==> src/sv/mvi_pkg.sv <==
`timescale 1ns / 1ps
`default_nettype none
package mvi_pkg;

   localparam int CsrAddrWidth = 5;
   localparam int CsrDataWidth = 32;

   typedef enum logic [1:0] {
      KIND_TRAIN  = 2'd0,
      KIND_FINISH = 2'd1,
      KIND_APPLY  = 2'd2,
      KIND_NONE   = 2'd3
   } kind_type;

   typedef enum logic [1:0] {
      STATUS_OK          = 2'd0,
      STATUS_EMPTY       = 2'd1,
      STATUS_ZERO_WEIGHT = 2'd2,
      STATUS_OVERFLOW    = 2'd3
   } status_type;

   typedef enum logic [2:0] {
      REG_MODE         = 3'd0,
      REG_CLASS_BLIND  = 3'd1,
      REG_CLASS_COUNT  = 3'd2,
      REG_CHOSEN_CLASS = 3'd3,
      REG_DIMS_USED    = 3'd4,
      REG_RANGE_ENABLE = 3'd5,
      REG_RANGE_LOW    = 3'd6,
      REG_RANGE_HIGH   = 3'd7
   } reg_index_type;

   typedef enum logic [1:0] {
      PASS_TOTAL  = 2'd0,
      PASS_SEARCH = 2'd1,
      PASS_FIND   = 2'd2,
      PASS_SUM    = 2'd3
   } pass_type;

   typedef enum logic [2:0] {
      ST_IDLE   = 3'd0,
      ST_ENTRY  = 3'd1,
      ST_TOTAL  = 3'd2,
      ST_SEARCH = 3'd3,
      ST_FIND   = 3'd4,
      ST_SUM    = 3'd5,
      ST_DIV    = 3'd6
   } state_type;

   typedef struct packed {
      logic [1:0]         kind;
      logic [1:0]         dim_index;
      logic signed [31:0] value;
      logic [31:0]        weight;
      logic [1:0]         class_index;
      logic               end_of_vector;
   } req_type;

   typedef struct packed {
      logic signed [31:0] result_value;
      logic [1:0]         result_dim;
      logic [1:0]         result_class;
      logic [1:0]         status;
      logic               last;
   } rsp_type;

   typedef struct packed {
      logic               mode;
      logic               class_blind;
      logic [2:0]         class_count;
      logic [1:0]         chosen_class;
      logic [2:0]         dims_used;
      logic               range_enable;
      logic signed [31:0] range_low;
      logic signed [31:0] range_high;
   } cfg_type;

   typedef struct packed {
      logic       accept;
      logic       pass_start;
      pass_type   pass_kind;
      logic       search_commit;
      logic       div_start;
      logic       emit;
      status_type emit_status;
      logic       next_entry;
      logic       finish_end;
   } cmd_type;

   typedef struct packed {
      logic pass_done;
      logic div_done;
      logic bit_zero;
      logic last_entry;
      logic overflow;
      logic none_selected;
      logic total_zero;
   } stat_type;

endpackage
`default_nettype wire

==> src/sv/mvi_ctrl.sv <==
`timescale 1ns / 1ps
`default_nettype none
module mvi_ctrl (
   input  wire logic              clock,
   input  wire logic              reset,
   input  wire logic              start,
   input  wire logic [1:0]        req_kind,
   input  wire logic              range_enable,
   input  wire logic              mode,
   input  wire mvi_pkg::stat_type stat,
   output mvi_pkg::cmd_type       cmd,
   output logic                   busy
);

   mvi_pkg::state_type state_ff, state_in;
   mvi_pkg::state_type after_emit;
   logic               is_finish;

   assign is_finish  = (mvi_pkg::kind_type'(req_kind) == mvi_pkg::KIND_FINISH);
   assign after_emit = stat.last_entry ? mvi_pkg::ST_IDLE : mvi_pkg::ST_ENTRY;
   assign busy       = (state_ff != mvi_pkg::ST_IDLE);

   always_comb begin
      state_in = state_ff;
      case (state_ff)
         mvi_pkg::ST_IDLE: begin
            if (start && is_finish && range_enable) state_in = mvi_pkg::ST_ENTRY;
         end
         mvi_pkg::ST_ENTRY: begin
            state_in = stat.overflow ? after_emit : mvi_pkg::ST_TOTAL;
         end
         mvi_pkg::ST_TOTAL: begin
            if (stat.pass_done) begin
               if (stat.none_selected || stat.total_zero) state_in = after_emit;
               else state_in = mode ? mvi_pkg::ST_SUM : mvi_pkg::ST_SEARCH;
            end
         end
         mvi_pkg::ST_SEARCH: begin
            if (stat.pass_done && stat.bit_zero) state_in = mvi_pkg::ST_FIND;
         end
         mvi_pkg::ST_FIND: begin
            if (stat.pass_done) state_in = after_emit;
         end
         mvi_pkg::ST_SUM: begin
            if (stat.pass_done) state_in = mvi_pkg::ST_DIV;
         end
         mvi_pkg::ST_DIV: begin
            if (stat.div_done) state_in = after_emit;
         end
         default: state_in = mvi_pkg::ST_IDLE;
      endcase
   end

   always_comb begin
      cmd             = '0;
      cmd.pass_kind   = mvi_pkg::PASS_TOTAL;
      cmd.emit_status = mvi_pkg::STATUS_OK;
      case (state_ff)
         mvi_pkg::ST_IDLE: begin
            cmd.accept     = start;
            cmd.finish_end = start && is_finish && !range_enable;
         end
         mvi_pkg::ST_ENTRY: begin
            if (stat.overflow) begin
               cmd.emit        = 1'b1;
               cmd.emit_status = mvi_pkg::STATUS_OVERFLOW;
            end else begin
               cmd.pass_start = 1'b1;
               cmd.pass_kind  = mvi_pkg::PASS_TOTAL;
            end
         end
         mvi_pkg::ST_TOTAL: begin
            if (stat.pass_done) begin
               if (stat.none_selected) begin
                  cmd.emit        = 1'b1;
                  cmd.emit_status = mvi_pkg::STATUS_EMPTY;
               end else if (stat.total_zero) begin
                  cmd.emit        = 1'b1;
                  cmd.emit_status = mvi_pkg::STATUS_ZERO_WEIGHT;
               end else begin
                  cmd.pass_start = 1'b1;
                  cmd.pass_kind  = mode ? mvi_pkg::PASS_SUM : mvi_pkg::PASS_SEARCH;
               end
            end
         end
         mvi_pkg::ST_SEARCH: begin
            if (stat.pass_done) begin
               cmd.search_commit = 1'b1;
               cmd.pass_start    = 1'b1;
               cmd.pass_kind     = stat.bit_zero ? mvi_pkg::PASS_FIND : mvi_pkg::PASS_SEARCH;
            end
         end
         mvi_pkg::ST_FIND: begin
            cmd.emit = stat.pass_done;
         end
         mvi_pkg::ST_SUM: begin
            cmd.div_start = stat.pass_done;
         end
         mvi_pkg::ST_DIV: begin
            cmd.emit = stat.div_done;
         end
         default: cmd = '0;
      endcase
      if (cmd.emit) begin
         cmd.next_entry = !stat.last_entry;
         cmd.finish_end = stat.last_entry;
      end
   end

   always_ff @(posedge clock) begin
      if (reset) begin
         state_ff <= mvi_pkg::ST_IDLE;
      end else begin
         state_ff <= state_in;
      end
   end

endmodule
`default_nettype wire

==> config.mk <==
export PLATFORM = sky130hd
export DESIGN_NAME = mvi_ctrl
export DESIGN_NICKNAME = d
export VERILOG_FILES = /design/src/sv/mvi_pkg.sv /design/src/sv/mvi_ctrl.sv
export SDC_FILE = /design/constraint.sdc
export NUM_CORES = 1
export LEC_CHECK = 0
export BUFFER_PORTS_ARGS = -buffer_cell sky130_fd_sc_hd__buf_2
export CAP_MARGIN = 20
export CORE_AREA = 2 2 39 41
export DETAILED_ROUTE_END_ITERATION = 8
export DIE_AREA = 0 0 41 43
export PLACE_DENSITY = 0.68
export SYNTH_ARGS = -nofsm -noshare
export SYNTH_HDL_FRONTEND = slang
export SYNTH_SLANG_ARGS = --single-unit
==> constraint.sdc <==
create_clock -name clock -period 1.4 [get_ports clock]
set_input_delay 0.14 -clock clock [delete_from_list [all_inputs] [get_ports clock]]
set_output_delay 0.14 -clock clock [all_outputs]
set_load 0.01 [all_outputs]
==> flow_metrics.env <==
export IMPL_powerDensity_nw_per_um2=1320
export IMPL_startpoint="state_ff[0]"
export IMPL_place_hpwl_mm=1.09
export IMPL_ys_ff_latch=3
export IMPL_synth_area_sq_um=465
export IMPL_leakagePower_nw=0.377
export IMPL_syn_nets=82
export IMPL_mostFrequentLayoutCells="buf_2, buf_4, nor2_1, buf_6"
export IMPL_cts_sinks=3
export IMPL_fill_cells=138
export IMPL_avgRoutedWirePerCell_um=13.2
export IMPL_wl_met2_um=855
export IMPL_path_class="flop to output pin"
export IMPL_clockBufferDepth=2
export IMPL_die_h_um=43
export IMPL_first_iter_violations=15
export IMPL_io_pins=26
export IMPL_wl_met3_um=96
export IMPL_place_ws_ps=-85.3
export IMPL_largest_reg_flops=3
export IMPL_dr_pass1_iters=4
export IMPL_yosysSeqAreaShare=0.129
export IMPL_reg2reg_to="state_ff[0]"
export IMPL_min_period_ps=1650
export IMPL_rsz0062_at_grt="yes"
export IMPL_layout_commonest_cell="buf_2"
export IMPL_final_hold_violation_count=0
export IMPL_grt_overflow=0
export IMPL_die_area_sq_um=1760
export IMPL_root_buffer="clkbuf_4"
export IMPL_rrSetupSlack_ps=-80
export IMPL_viasPerCell=5.45
export IMPL_largest_register="state_ff"
export IMPL_cts_tree="done"
export IMPL_reg2reg_from="state_ff[1]"
export IMPL_peakVddDrop_mv=0.733
export IMPL_relSlewSlack=0.838
export IMPL_clk_pin_slew_ps=30
export IMPL_ys_warn_count=0
export IMPL_rr_worst_depth=5
export IMPL_multiInputGateArea_sq_um=427
export IMPL_initial_core_util=0.336
export IMPL_setup_viol=11
export IMPL_status="finished, violations left"
export IMPL_fin_skew_ps=0.155
export IMPL_layout_drive_gt1_share=0.589
export IMPL_place_gp_congestion=0.862
export IMPL_grt_max_degree=11
export IMPL_timing_fmax_mhz=608
export IMPL_timing_final_ws_setup_ps=-245
export IMPL_port_buffers=25
export IMPL_met1_length_um=668
export IMPL_synth_cells=68
export IMPL_endpoint="cmd[8]"
export IMPL_first_global_vias=567
export IMPL_diodes=0
export IMPL_worstSetupStartpointType="flop"
export IMPL_critical_path_arrival_ps=1510
export IMPL_drv_cap=0
export IMPL_critPathRequiredTime_ps=1260
export IMPL_report_final_slew_viol_count=0
export IMPL_vias=670
export IMPL_layout_area_seq_sq_um=68.8
export IMPL_core_sq_um=1380
export IMPL_grt_util_all_layers=0.198
export IMPL_fin_crit_sh=1.18
export IMPL_cp_max_fo=5
export IMPL_grt_antenna_before_repair=0
export IMPL_largestRegisters="state_ff (3)"
export IMPL_area_delta_synth_final_pct=76.9
export IMPL_violations="negative setup slack"
export IMPL_drt_antenna_violating_nets=0
export IMPL_cts_buffers=3
export IMPL_tightest_slew_ps=240
export IMPL_htreeDepth=1
export IMPL_ys_types=33
export IMPL_min_path_type="input port to flop"
export IMPL_drc=0
export IMPL_die_w_um=41
export IMPL_insertion_delay_ps=220
export IMPL_finalNetCount=122
export IMPL_final_util=0.595
export IMPL_holdBufCountCts=0
export IMPL_cp_end_kind="output pin"
export IMPL_grt_pass1_wl_mm=2.42
export IMPL_row_count=14
export IMPL_setup_tns_final_ps=-1300
export IMPL_dr_max_layer_used="met3"
export IMPL_totalWireLength_mm=1.62
export IMPL_syn_avg_cell_area_sq_um=6.84
-- critical path, stage by stage, from the launching register on --
cell	delay [ps]
dfxtp_4	350
or4b_4	550
a211oi_4	220
buf_2	160
-- where the power goes --
part           switching (mW)  leakage [nW]  total (mW)  internal [mW]
Sequential             0.0372        0.0264       0.158          0.121
Combinational           0.364         0.335       0.789          0.426
Clock                  0.0362        0.0150       0.142          0.106
Total                   0.437         0.377        1.09          0.653
-- logic make-up (layout without fill, tap and decap cells) --
family | count (synthesis) | in the layout | share of synthesized area
simple gates | 34 | 34 | 0.444
compound gates | 19 | 19 | 0.263
buf+inv | 9 | 48 | 0.0968
mux | 3 | 3 | 0.0672
flops | 3 | 3 | 0.129
-- cell type report --
class	count	area share
clock buffer	4	0.0319
inverter	3	0.0137
timing repair buffer	41	0.328
sequential	3	0.0836
tap	16	0.0243
multi-input combinational	56	0.518
-- synthesized netlist by cell type --
library cell | n | area (sq um)
clkbuf_1 | 2 | 7.51
or2_2 | 1 | 6.26
nand4b_1 | 1 | 8.76
inv_1 | 3 | 11.3
a21oi_1 | 8 | 40.0
or4_1 | 1 | 7.51
and4b_1 | 1 | 10.0
o21ai_0 | 3 | 15.0
dfxtp_1 | 3 | 60.1
mux2_2 | 1 | 11.3
a211oi_2 | 1 | 12.5
nor4b_1 | 1 | 8.76
nor2_1 | 7 | 26.3
a31o_2 | 1 | 8.76
or3_1 | 1 | 6.26
or4b_1 | 1 | 10.0
nand2b_1 | 2 | 12.5
buf_6 | 1 | 11.3
buf_2 | 3 | 15.0
nand2_1 | 4 | 15.0
and2_1 | 1 | 6.26
or4b_4 | 1 | 13.8
a211oi_1 | 1 | 7.51
o22ai_1 | 2 | 12.5
nor2b_1 | 5 | 31.3
nor3b_1 | 1 | 7.51
o221ai_1 | 1 | 8.76
nor2_2 | 1 | 6.26
nor3_1 | 2 | 10.0
nand3b_1 | 2 | 15.0
a32oi_1 | 2 | 17.5
nand3_1 | 1 | 5.00
mux2i_1 | 2 | 20.0
-- worst min-delay path by stage --
stage / startpoint / end / slack, ps / cells past startpoint
after floorplan: reset / state_ff[2] / 210 / 1
after global placement: reset / state_ff[2] / 360 / 2
after detailed placement: reset / state_ff[2] / 360 / 2
after CTS: reset / state_ff[2] / 120 / 2
after global routing: reset / state_ff[2] / 140 / 2
final: reset / state_ff[2] / 120 / 2
-- per-stage QoR --
stage	instance area (sq um)	instances	hold WS [ps]	total power [mW]
after global routing	823	123	137	1.16
after floorplan	479	68	207	0.513
after detailed placement	658	112	361	0.710
final	823	123	124	1.09
after CTS	773	121	122	0.982
after global placement	658	112	361	0.694
-- what timing repair did --
| item | CTS | global route |
|---|---|---|
| buffers inserted | 5 | 2 |
| setup endpoints to repair | 11 | 11 |
| gates resized for setup | 15 | 8 |
| pin swaps | 6 | 6 |
-- per-layer routing --
metal / up-vias / GRT usage
met4: 0 / 0.0400
met1: 315 / 0.240
li1: 329 / -
met5: - / 0
met3: 0 / 0.0157
met2: 26 / 0.353
Power figures use the tool's default switching activity.
