--- src/sv/mvi_pkg.sv ---
`timescale 1ns / 1ps
`default_nettype none
package mvi_pkg;

   localparam int CsrAddrWidth = 5;
   localparam int CsrDataWidth = 32;

   typedef enum logic [1:0] {
      KIND_TRAIN  = 2'd0,
      KIND_FINISH = 2'd1,
      KIND_APPLY  = 2'd2,
      KIND_NONE   = 2'd3
   } kind_type;

   typedef enum logic [1:0] {
      STATUS_OK          = 2'd0,
      STATUS_EMPTY       = 2'd1,
      STATUS_ZERO_WEIGHT = 2'd2,
      STATUS_OVERFLOW    = 2'd3
   } status_type;

   typedef enum logic [2:0] {
      REG_MODE         = 3'd0,
      REG_CLASS_BLIND  = 3'd1,
      REG_CLASS_COUNT  = 3'd2,
      REG_CHOSEN_CLASS = 3'd3,
      REG_DIMS_USED    = 3'd4,
      REG_RANGE_ENABLE = 3'd5,
      REG_RANGE_LOW    = 3'd6,
      REG_RANGE_HIGH   = 3'd7
   } reg_index_type;

   typedef enum logic [1:0] {
      PASS_TOTAL  = 2'd0,
      PASS_SEARCH = 2'd1,
      PASS_FIND   = 2'd2,
      PASS_SUM    = 2'd3
   } pass_type;

   typedef enum logic [2:0] {
      ST_IDLE   = 3'd0,
      ST_ENTRY  = 3'd1,
      ST_TOTAL  = 3'd2,
      ST_SEARCH = 3'd3,
      ST_FIND   = 3'd4,
      ST_SUM    = 3'd5,
      ST_DIV    = 3'd6
   } state_type;

   typedef struct packed {
      logic [1:0]         kind;
      logic [1:0]         dim_index;
      logic signed [31:0] value;
      logic [31:0]        weight;
      logic [1:0]         class_index;
      logic               end_of_vector;
   } req_type;

   typedef struct packed {
      logic signed [31:0] result_value;
      logic [1:0]         result_dim;
      logic [1:0]         result_class;
      logic [1:0]         status;
      logic               last;
   } rsp_type;

   typedef struct packed {
      logic               mode;
      logic               class_blind;
      logic [2:0]         class_count;
      logic [1:0]         chosen_class;
      logic [2:0]         dims_used;
      logic               range_enable;
      logic signed [31:0] range_low;
      logic signed [31:0] range_high;
   } cfg_type;

   typedef struct packed {
      logic       accept;
      logic       pass_start;
      pass_type   pass_kind;
      logic       search_commit;
      logic       div_start;
      logic       emit;
      status_type emit_status;
      logic       next_entry;
      logic       finish_end;
   } cmd_type;

   typedef struct packed {
      logic pass_done;
      logic div_done;
      logic bit_zero;
      logic last_entry;
      logic overflow;
      logic none_selected;
      logic total_zero;
   } stat_type;

endpackage
`default_nettype wire

--- src/sv/mvi_csr.sv ---
`timescale 1ns / 1ps
`default_nettype none
module mvi_csr (
   input  wire logic                                clock,
   input  wire logic                                reset,
   input  wire logic                                csr_psel,
   input  wire logic                                csr_penable,
   input  wire logic                                csr_pwrite,
   input  wire logic [mvi_pkg::CsrAddrWidth-1:0]    csr_paddr,
   input  wire logic [mvi_pkg::CsrDataWidth-1:0]    csr_pwdata,
   output logic      [mvi_pkg::CsrDataWidth-1:0]    csr_prdata,
   output logic                                     csr_pready,
   output mvi_pkg::cfg_type                         cfg
);

   mvi_pkg::cfg_type      cfg_ff, cfg_in;
   mvi_pkg::reg_index_type reg_index;
   logic                  write_go;

   assign csr_pready = 1'b1;
   assign reg_index  = mvi_pkg::reg_index_type'(csr_paddr[4:2]);
   assign write_go   = csr_psel && csr_penable && csr_pwrite;
   assign cfg        = cfg_ff;

   always_comb begin
      cfg_in = cfg_ff;
      if (write_go) begin
         case (reg_index)
            mvi_pkg::REG_MODE:         cfg_in.mode         = csr_pwdata[0];
            mvi_pkg::REG_CLASS_BLIND:  cfg_in.class_blind  = csr_pwdata[0];
            mvi_pkg::REG_CLASS_COUNT:  cfg_in.class_count  = csr_pwdata[2:0];
            mvi_pkg::REG_CHOSEN_CLASS: cfg_in.chosen_class = csr_pwdata[1:0];
            mvi_pkg::REG_DIMS_USED:    cfg_in.dims_used    = csr_pwdata[2:0];
            mvi_pkg::REG_RANGE_ENABLE: cfg_in.range_enable = csr_pwdata[0];
            mvi_pkg::REG_RANGE_LOW:    cfg_in.range_low    = csr_pwdata;
            mvi_pkg::REG_RANGE_HIGH:   cfg_in.range_high   = csr_pwdata;
            default:                   cfg_in = cfg_ff;
         endcase
      end
   end

   always_comb begin
      case (reg_index)
         mvi_pkg::REG_MODE:         csr_prdata = {31'd0, cfg_ff.mode};
         mvi_pkg::REG_CLASS_BLIND:  csr_prdata = {31'd0, cfg_ff.class_blind};
         mvi_pkg::REG_CLASS_COUNT:  csr_prdata = {29'd0, cfg_ff.class_count};
         mvi_pkg::REG_CHOSEN_CLASS: csr_prdata = {30'd0, cfg_ff.chosen_class};
         mvi_pkg::REG_DIMS_USED:    csr_prdata = {29'd0, cfg_ff.dims_used};
         mvi_pkg::REG_RANGE_ENABLE: csr_prdata = {31'd0, cfg_ff.range_enable};
         mvi_pkg::REG_RANGE_LOW:    csr_prdata = cfg_ff.range_low;
         mvi_pkg::REG_RANGE_HIGH:   csr_prdata = cfg_ff.range_high;
         default:                   csr_prdata = '0;
      endcase
   end

   always_ff @(posedge clock) begin
      if (reset) begin
         cfg_ff.mode         <= 1'b0;
         cfg_ff.class_blind  <= 1'b1;
         cfg_ff.class_count  <= 3'd1;
         cfg_ff.chosen_class <= 2'd0;
         cfg_ff.dims_used    <= 3'd4;
         cfg_ff.range_enable <= 1'b0;
         cfg_ff.range_low    <= '0;
         cfg_ff.range_high   <= '0;
      end else begin
         cfg_ff <= cfg_in;
      end
   end

endmodule
`default_nettype wire

--- config.mk ---
export PLATFORM = sky130hd
export DESIGN_NAME = mvi_csr
export DESIGN_NICKNAME = d
export VERILOG_FILES = /design/src/sv/mvi_pkg.sv /design/src/sv/mvi_csr.sv
export SDC_FILE = /design/constraint.sdc
export NUM_CORES = 1
export LEC_CHECK = 0
export BUFFER_PORTS_ARGS = -buffer_cell sky130_fd_sc_hd__buf_4
export CORE_ASPECT_RATIO = 1.2
export CORE_MARGIN = 3
export CORE_UTILIZATION = 44
export DETAILED_ROUTE_END_ITERATION = 6
export PLACE_DENSITY = 0.77
export SETUP_SLACK_MARGIN = 0.2
export SLEW_MARGIN = 0
export SYNTH_ARGS = -nofsm -noshare
export SYNTH_HDL_FRONTEND = slang
export SYNTH_SLANG_ARGS = --single-unit
--- constraint.sdc ---
create_clock -name clock -period 1 [get_ports clock]
set_input_delay 0.05 -clock clock [delete_from_list [all_inputs] [get_ports clock]]
set_output_delay 0.05 -clock clock [all_outputs]
set_load 0.02 [all_outputs]
==> metrics.md, run 1 <==
| Metric | Value |
|---|---|
| Fmax | 622.8 MHz |
| DRC | 0 |
| Number of flip-flops in the largest register | 75 |
| Syn Inst Count | 352 |
| Die Ht | 105.5 microns |
| Final std cells w/o fill | 705 |
| Clk sinks | 75 |
| Max VDD drop | 0.6309 mV |
| # IOs | 150 |
| Synthesized flop and latch total | 75 |
| Register clock-pin slew on the reported worst setup and hold paths | 90 ps |
| Synth top area cells | dfxtp_1 (41%), mux2i_1 (21%), nand2b_1 (18%) |
| Vias per cell | 5.645 |
| Max clock buf depth | 2 |
| Starting Density | 0.4635 |
| Drt pass-1 iters | 4 |
| Die X | 88.96 microns |
| Sw Ratio | 0.2526 |
| Multi-input gate area | 2351 sq um |
| CP endpoint kind | primary output |
| Storage cell area | 1658 sq um |
| # H-tree levels | 3 |
| Synth warn | 0 |
| Share of layout cells above drive strength 1 | 0.6623 |
| Fill count | 241 |
| CTS Buf Count | 9 |
| Cell taking the most area after synthesis | dfxtp_1 |
| Share of power burned in the clock network | 0.411 |
| Fin nets | 650 |
| Dpl cells | 597 |
| Sequential-to-total area share from yosys stat | 0.4132 |
| WL per Instance | 23.96 microns |
| Mapped Nets | 394 |
| First-pass GRT wire length | 20,600 microns |
| Mean Syn Cell Area | 10.32 sq um |
| Fin crit share | 1.606 |
| Diode count | 0 |
| Final worst slack | -605.7 ps |
| Initial antenna violation count | 0 |
| Max-cap violations | 0 |
| CP Launch Type | flop |
| Post-Synthesis Cell Area | 3633 sq um |
| Area Growth Syn to Fin | 101.1% |
| RePlAce Congestion | 0.7797 |
| Core area | 7839 sq um |
| Top FF cell, synth | dfxtp_1 |
| LEAKAGE | 0.003501 uW |
| Ys async rst share | 0 |
| Share of the synthesized area in the top cell type | 0.4132 |
| Worst-case clock skew | 0 ps |
| Root buffer cell | clkbuf_8 |
| Gr ovfl total | 0 |
| Largest net degree at the start of global routing | 40 |
| Reg-to-Reg End | cfg[53] |
| Hold WC Path Type | input pin to flop |
| Final hold violations | 0 |
| Critical Path RT | 950 ps |
| CP endpoint | csr_prdata[0] |
| Status | finished with violations |
| Setup violations, final | 41 |
| Antenna Nets Post-Route | 0 |
| Count of different cell masters after synthesis | 35 |
| Rows | 35 |
| RR Startpoint | cfg[53] |
| Aggregate global-route resource usage | 0.2827 |
| R2r setup slk | 10 ps |
| Clock network latency to the later pin of the worst-skew pair | 340 ps |
| Unrepaired setup endpoints after global routing | true |
| P per Cell Area | 903.7 nW/um^2 |
| WL final | 16,890 microns |
| Internal power | 4935 uW |
| CTS tree | built |
| Fin crit period | 1606 ps |
| Hpwl dp | 7295 microns |
| Reg power frac | 0.450 |
| Psw | 1668 uW |
| Max Slew Vio Count | 0 |
| CP arrival | 1560 ps |
| Die area | 9389 sq um |
| Failing checks | setup timing |
| Setup CP Type | flop to primary output |
| Vias in the first global route | 3,913 |
| Port bufs | 146 |
| Combinational power share | 0.139 |
| Crit Path Max Fanout | 2 |
| First-iteration detailed-routing DRC count | 223 |
| Via count | 3,980 |
| R2R depth | 4 |
| Post-synth EDFFs | 0 |
| CP Launch Point | cfg[32] |
| Tot Pwr | 6603 uW |
| Hold depth | 3 |
Yosys cell counts, drive strengths merged, types with 2 or more instances:
cell type / count
clkbuf: 12
mux2i: 75
and2: 2
and3: 2
buf: 18
dfxtp: 75
mux2: 2
nor2: 6
nand3: 2
a22o: 31
nand2b: 104
nand3b: 2
nand2: 7
final cells by class:
cell class / count / share of cell area
clock buffer: 11 / 0.01935
clock inverter: 5 / 0.01147
multi-input combinational: 248 / 0.3217
sequential: 75 / 0.2269
tap: 92 / 0.01575
timing repair buffer: 274 / 0.4048
kinds of logic (layout without fill, tap and decap cells):
logic type / count (synthesis) / count (layout) / share of synthesized area
compound gates: 38 / 38 / 0.08850
other cells: 1 / 1 / 0.001032
flops: 75 / 75 / 0.4132
buf+inv: 30 / 290 / 0.05475
simple gates: 130 / 131 / 0.2225
mux: 78 / 78 / 0.2200
what timing repair did:
| action | CTS | global route |
|---|---|---|
| setup endpoints to repair | 129 | 131 |
| hold buffers | 20 | 0 |
| cloned | 2 | 1 |
| pin swaps | 25 | 5 |
| hold endpoints to repair | 32 | 0 |
| setup buffers | 44 | 25 |
| resized for setup | 226 | 71 |
worst max-delay path: stages (launching register included):
cell     delay [ps]
dfxtp_2         330
mux2_4          260
a22o_1          190
a211o_1         290
buf_6           140
layout by cell type (no fill, tap or decap), types with 2 or more instances in the layout:
cell type	n
a22o_4	29
nand2b_1	91
a22o_1	2
mux2_4	2
and2_4	3
mux2i_1	72
buf_6	180
nand2b_4	13
buf_4	61
clkbuf_8	10
mux2i_2	3
dfxtp_2	50
nand2_1	5
nand3b_1	2
bufinv_16	2
dlygate4sd3_1	20
nor2_1	6
and3_4	2
buf_12	11
dfxtp_4	25
clkinvlp_4	2
per-layer routing:
layer	vias to the layer above	wire [microns]	global-route usage
met1	1962	5849	0.3130
met3	58	976	0.05317
li1	1732	-	-
met2	228	9343	0.5032
met5	-	0	0
met4	0	722	0.1362
per-stage QoR:
stage	hold slack (ps)	cell area [sq um]	setup WS, ps	setup TNS [ps]	util
5_1_grt	17.02	7307	-636.7	-6474	0.9322
2_1_floorplan	211.2	3978	-147.2	-879.5	-
6_report	0.5188	7307	-605.7	-5424	0.9322
3_3_place_gp	313.0	5290	-202.9	-12880	0.6749
4_1_cts	0.01010	6761	-567.2	-4606	0.8626
3_5_place_dp	323.9	5290	-245.3	-15020	0.6749
worst min-delay path by stage:
stage	from	end	slack (ps)
4_1_cts	csr_pwdata[4]	cfg[4]	0.01
5_1_grt	csr_pwdata[6]	cfg[6]	20
6_report	csr_pwdata[6]	cfg[6]	0.5
3_3_place_gp	csr_pwdata[2]	cfg[67]	310
2_1_floorplan	csr_pwdata[2]	cfg[67]	210
3_5_place_dp	csr_pwdata[2]	cfg[67]	320
power by group through the flow:
stage	sequential (uW)	clock, uW	combinational (uW)
2_1_floorplan	3120	0	340
3_3_place_gp	3100	0	624
3_5_place_dp	3100	0	637
4_1_cts	3030	2660	784
5_1_grt	2970	2820	954
6_report	2970	2720	915
(Power assumes the default switching activity.)
==> inputs of run 2 (changes only) <==
- CTS_BUF_LIST: unset -> sky130_fd_sc_hd__clkbuf_4 sky130_fd_sc_hd__clkbuf_8 sky130_fd_sc_hd__clkbuf_16
==> run 2 against run 1 <==
- the flow finishes with violations (hold timing, setup timing)
- first-iteration DRC count down 21%
- core utilization hardly changed
- maximum frequency hardly changed
- critical endpoint unchanged
- largest cell class unchanged
- highest routed layer unchanged
==> metrics.md, run 2 (synthesized netlist as in run 1, its figures left out) <==
| Metric | Value |
|---|---|
| Status | finished with violations |
| Failing checks | hold timing, setup timing |
| R2R depth | 4 |
| Clk sinks | 75 |
| Reg power frac | 0.447 |
| Gr ovfl total | 0 |
| CP Launch Type | flop |
| Dpl cell area | 5290 sq um |
| Fin crit share | 1.605 |
| Share of layout cells above drive strength 1 | 0.6639 |
| Setup CP Type | flop to primary output |
| Port bufs | 146 |
| Reg-to-Reg End | cfg[46] |
| Largest net degree at the start of global routing | 40 |
| Max clock buf depth | 2 |
| Hpwl dp | 7295 microns |
| Crit Path Max Fanout | 2 |
| Setup_tns | -5814 ps |
| Fmax | 622.9 MHz |
| Combinational power share | 0.138 |
| Routing usage on met1 | 0.3130 |
| Number of flip-flops in the largest register | 75 |
| Top cell family by delay on the critical path | compound AO/OA/AOI/OAI gates |
| Starting Density | 0.4635 |
| Fill count | 246 |
| Hold_sp | csr_pwdata[6] |
| Core area | 7839 sq um |
| P per Cell Area | 909.3 nW/um^2 |
| Vias in the first global route | 3,913 |
| Rows | 35 |
| Max Slew Vio Count | 0 |
| GR Util met3 | 0.05317 |
| # IOs | 150 |
| Vias per cell | 5.593 |
| WL per Instance | 23.93 microns |
| Min Hold Slack | -9.068 ps |
| Initial antenna violation count | 0 |
| First-iteration detailed-routing DRC count | 177 |
| Hold Path End | cfg[6] |
| Clock network latency to the later pin of the worst-skew pair | 350 ps |
| Share of power burned in the clock network | 0.415 |
| R2r setup slk | -50 ps |
| Tot Pwr | 6647 uW |
| RR Startpoint | cfg[46] |
| Psw | 1686 uW |
| Met2 usage | 0.5032 |
| Final worst slack | -605.5 ps |
| Drt pass-1 iters | 4 |
| Worst-path cell chain | mux2_4, a22o_1, a211o_1, buf_6 |
| Max-cap violations | 0 |
| Cell area after layout | 7311 sq um |
| # H-tree levels | 3 |
| CP arrival | 1560 ps |
| Fin nets | 650 |
| Final hold violations | 1 |
| Max VDD drop | 0.9183 mV |
| CTS Buf Count | 9 |
| CTS tree | built |
| Die Ht | 105.5 microns |
| Commonest non-fill, non-tap cells in the layout | buf_6 (180), nand2b_1 (91), mux2i_1 (72) |
| Hold depth | 3 |
| Buf/Inv on CP | 1 |
| Aggregate global-route resource usage | 0.2827 |
| Diode count | 0 |
| Storage cell area | 1658 sq um |
| Dpl cells | 597 |
| Worst-case clock skew | 0 ps |
| Commonest non-fill, non-tap cell in the layout | buf_6 |
| Sw Ratio | 0.2536 |
| Critical-path top delay cell | dfxtp_2 |
| Register clock-pin slew on the reported worst setup and hold paths | 90 ps |
| Hold WC Path Type | input pin to flop |
| RePlAce Congestion | 0.7797 |
| Die X | 88.96 microns |
| Via count | 3,943 |
| Unrepaired setup endpoints after global routing | true |
| Die area | 9389 sq um |
| Fin crit period | 1605 ps |
| DRC | 0 |
| Final std cells w/o fill | 705 |
| CP peak stage delay | 330 ps |
| Multi-input gate area | 2351 sq um |
| Root buffer cell | clkbuf_8 |
| Setup violations, final | 44 |
| Internal power | 4962 uW |
| Crit path depth | 4 |
| LEAKAGE | 0.003505 uW |
| Critical Path RT | 950 ps |
| WL final | 16,870 microns |
| First-pass GRT wire length | 20,600 microns |
| Area Growth Syn to Fin | 101.2% |
| DP Worst Slack | -245.3 ps |
| Grt peak-use layer | met2 |
| Antenna Nets Post-Route | 0 |
| CP endpoint kind | primary output |
run 2: cell count changes in the layout (fill, tap and decap cells not counted):
cell and change:
clkbuf_1 -1, clkbuf_4 +1
run 2: power groups by stage:
| stage | logic, uW | clock network [uW] | registers [uW] |
|---|---|---|---|
| floorplan | 340 | 0 | 3120 |
| global placement | 624 | 0 | 3100 |
| detailed placement | 637 | 0 | 3100 |
| CTS | 784 | 2690 | 3030 |
| global route | 956 | 2850 | 2970 |
| finish | 918 | 2760 | 2970 |
run 2: worst max-delay path by stage:
| stage | from | slack (ps) | endpoint |
|---|---|---|---|
| CTS | cfg[0] | -570 | csr_prdata[0] |
| floorplan | cfg[0] | -150 | csr_prdata[0] |
| detailed placement | csr_paddr[3] | -250 | cfg[23] |
| global route | cfg[32] | -630 | csr_prdata[0] |
| finish | cfg[32] | -610 | csr_prdata[0] |
| global placement | cfg[34] | -200 | csr_prdata[2] |
run 2: timing repair:
item,in CTS,in global routing
setup endpoints to repair,129,131
pin swaps,25,5
hold buffers,20,0
gates resized for setup,226,71
cloned,2,1
buffers inserted,44,25
hold endpoints to repair,32,0
run 2: area by class of cell:
class	count	area share
clock inverters	5	0.01147
clock buffers	11	0.01985
multi-input cells	248	0.3216
repair buffers	274	0.4046
well taps	92	0.01575
flip-flops and latches	75	0.2268
run 2: tightest hold or removal path, stage by stage:
cell,delay (ps)
buf_4,110
nand2b_1,90
mux2i_1,70
run 2: layer usage:
metal,part of all wire,vias to the layer above
li1,-,1731
met1,0.34,1940
met2,0.55,208
met3,0.056,64
met4,0.048,0
met5,0,-
run 2: metrics by stage:
stage / hold WS (ps) / util
after floorplan: 211.2 / -
after global placement: 313.0 / 0.6749
after detailed placement: 323.9 / 0.6749
after CTS: 0.01010 / 0.8630
after global routing: 14.11 / 0.9326
final: -9.068 / 0.9326
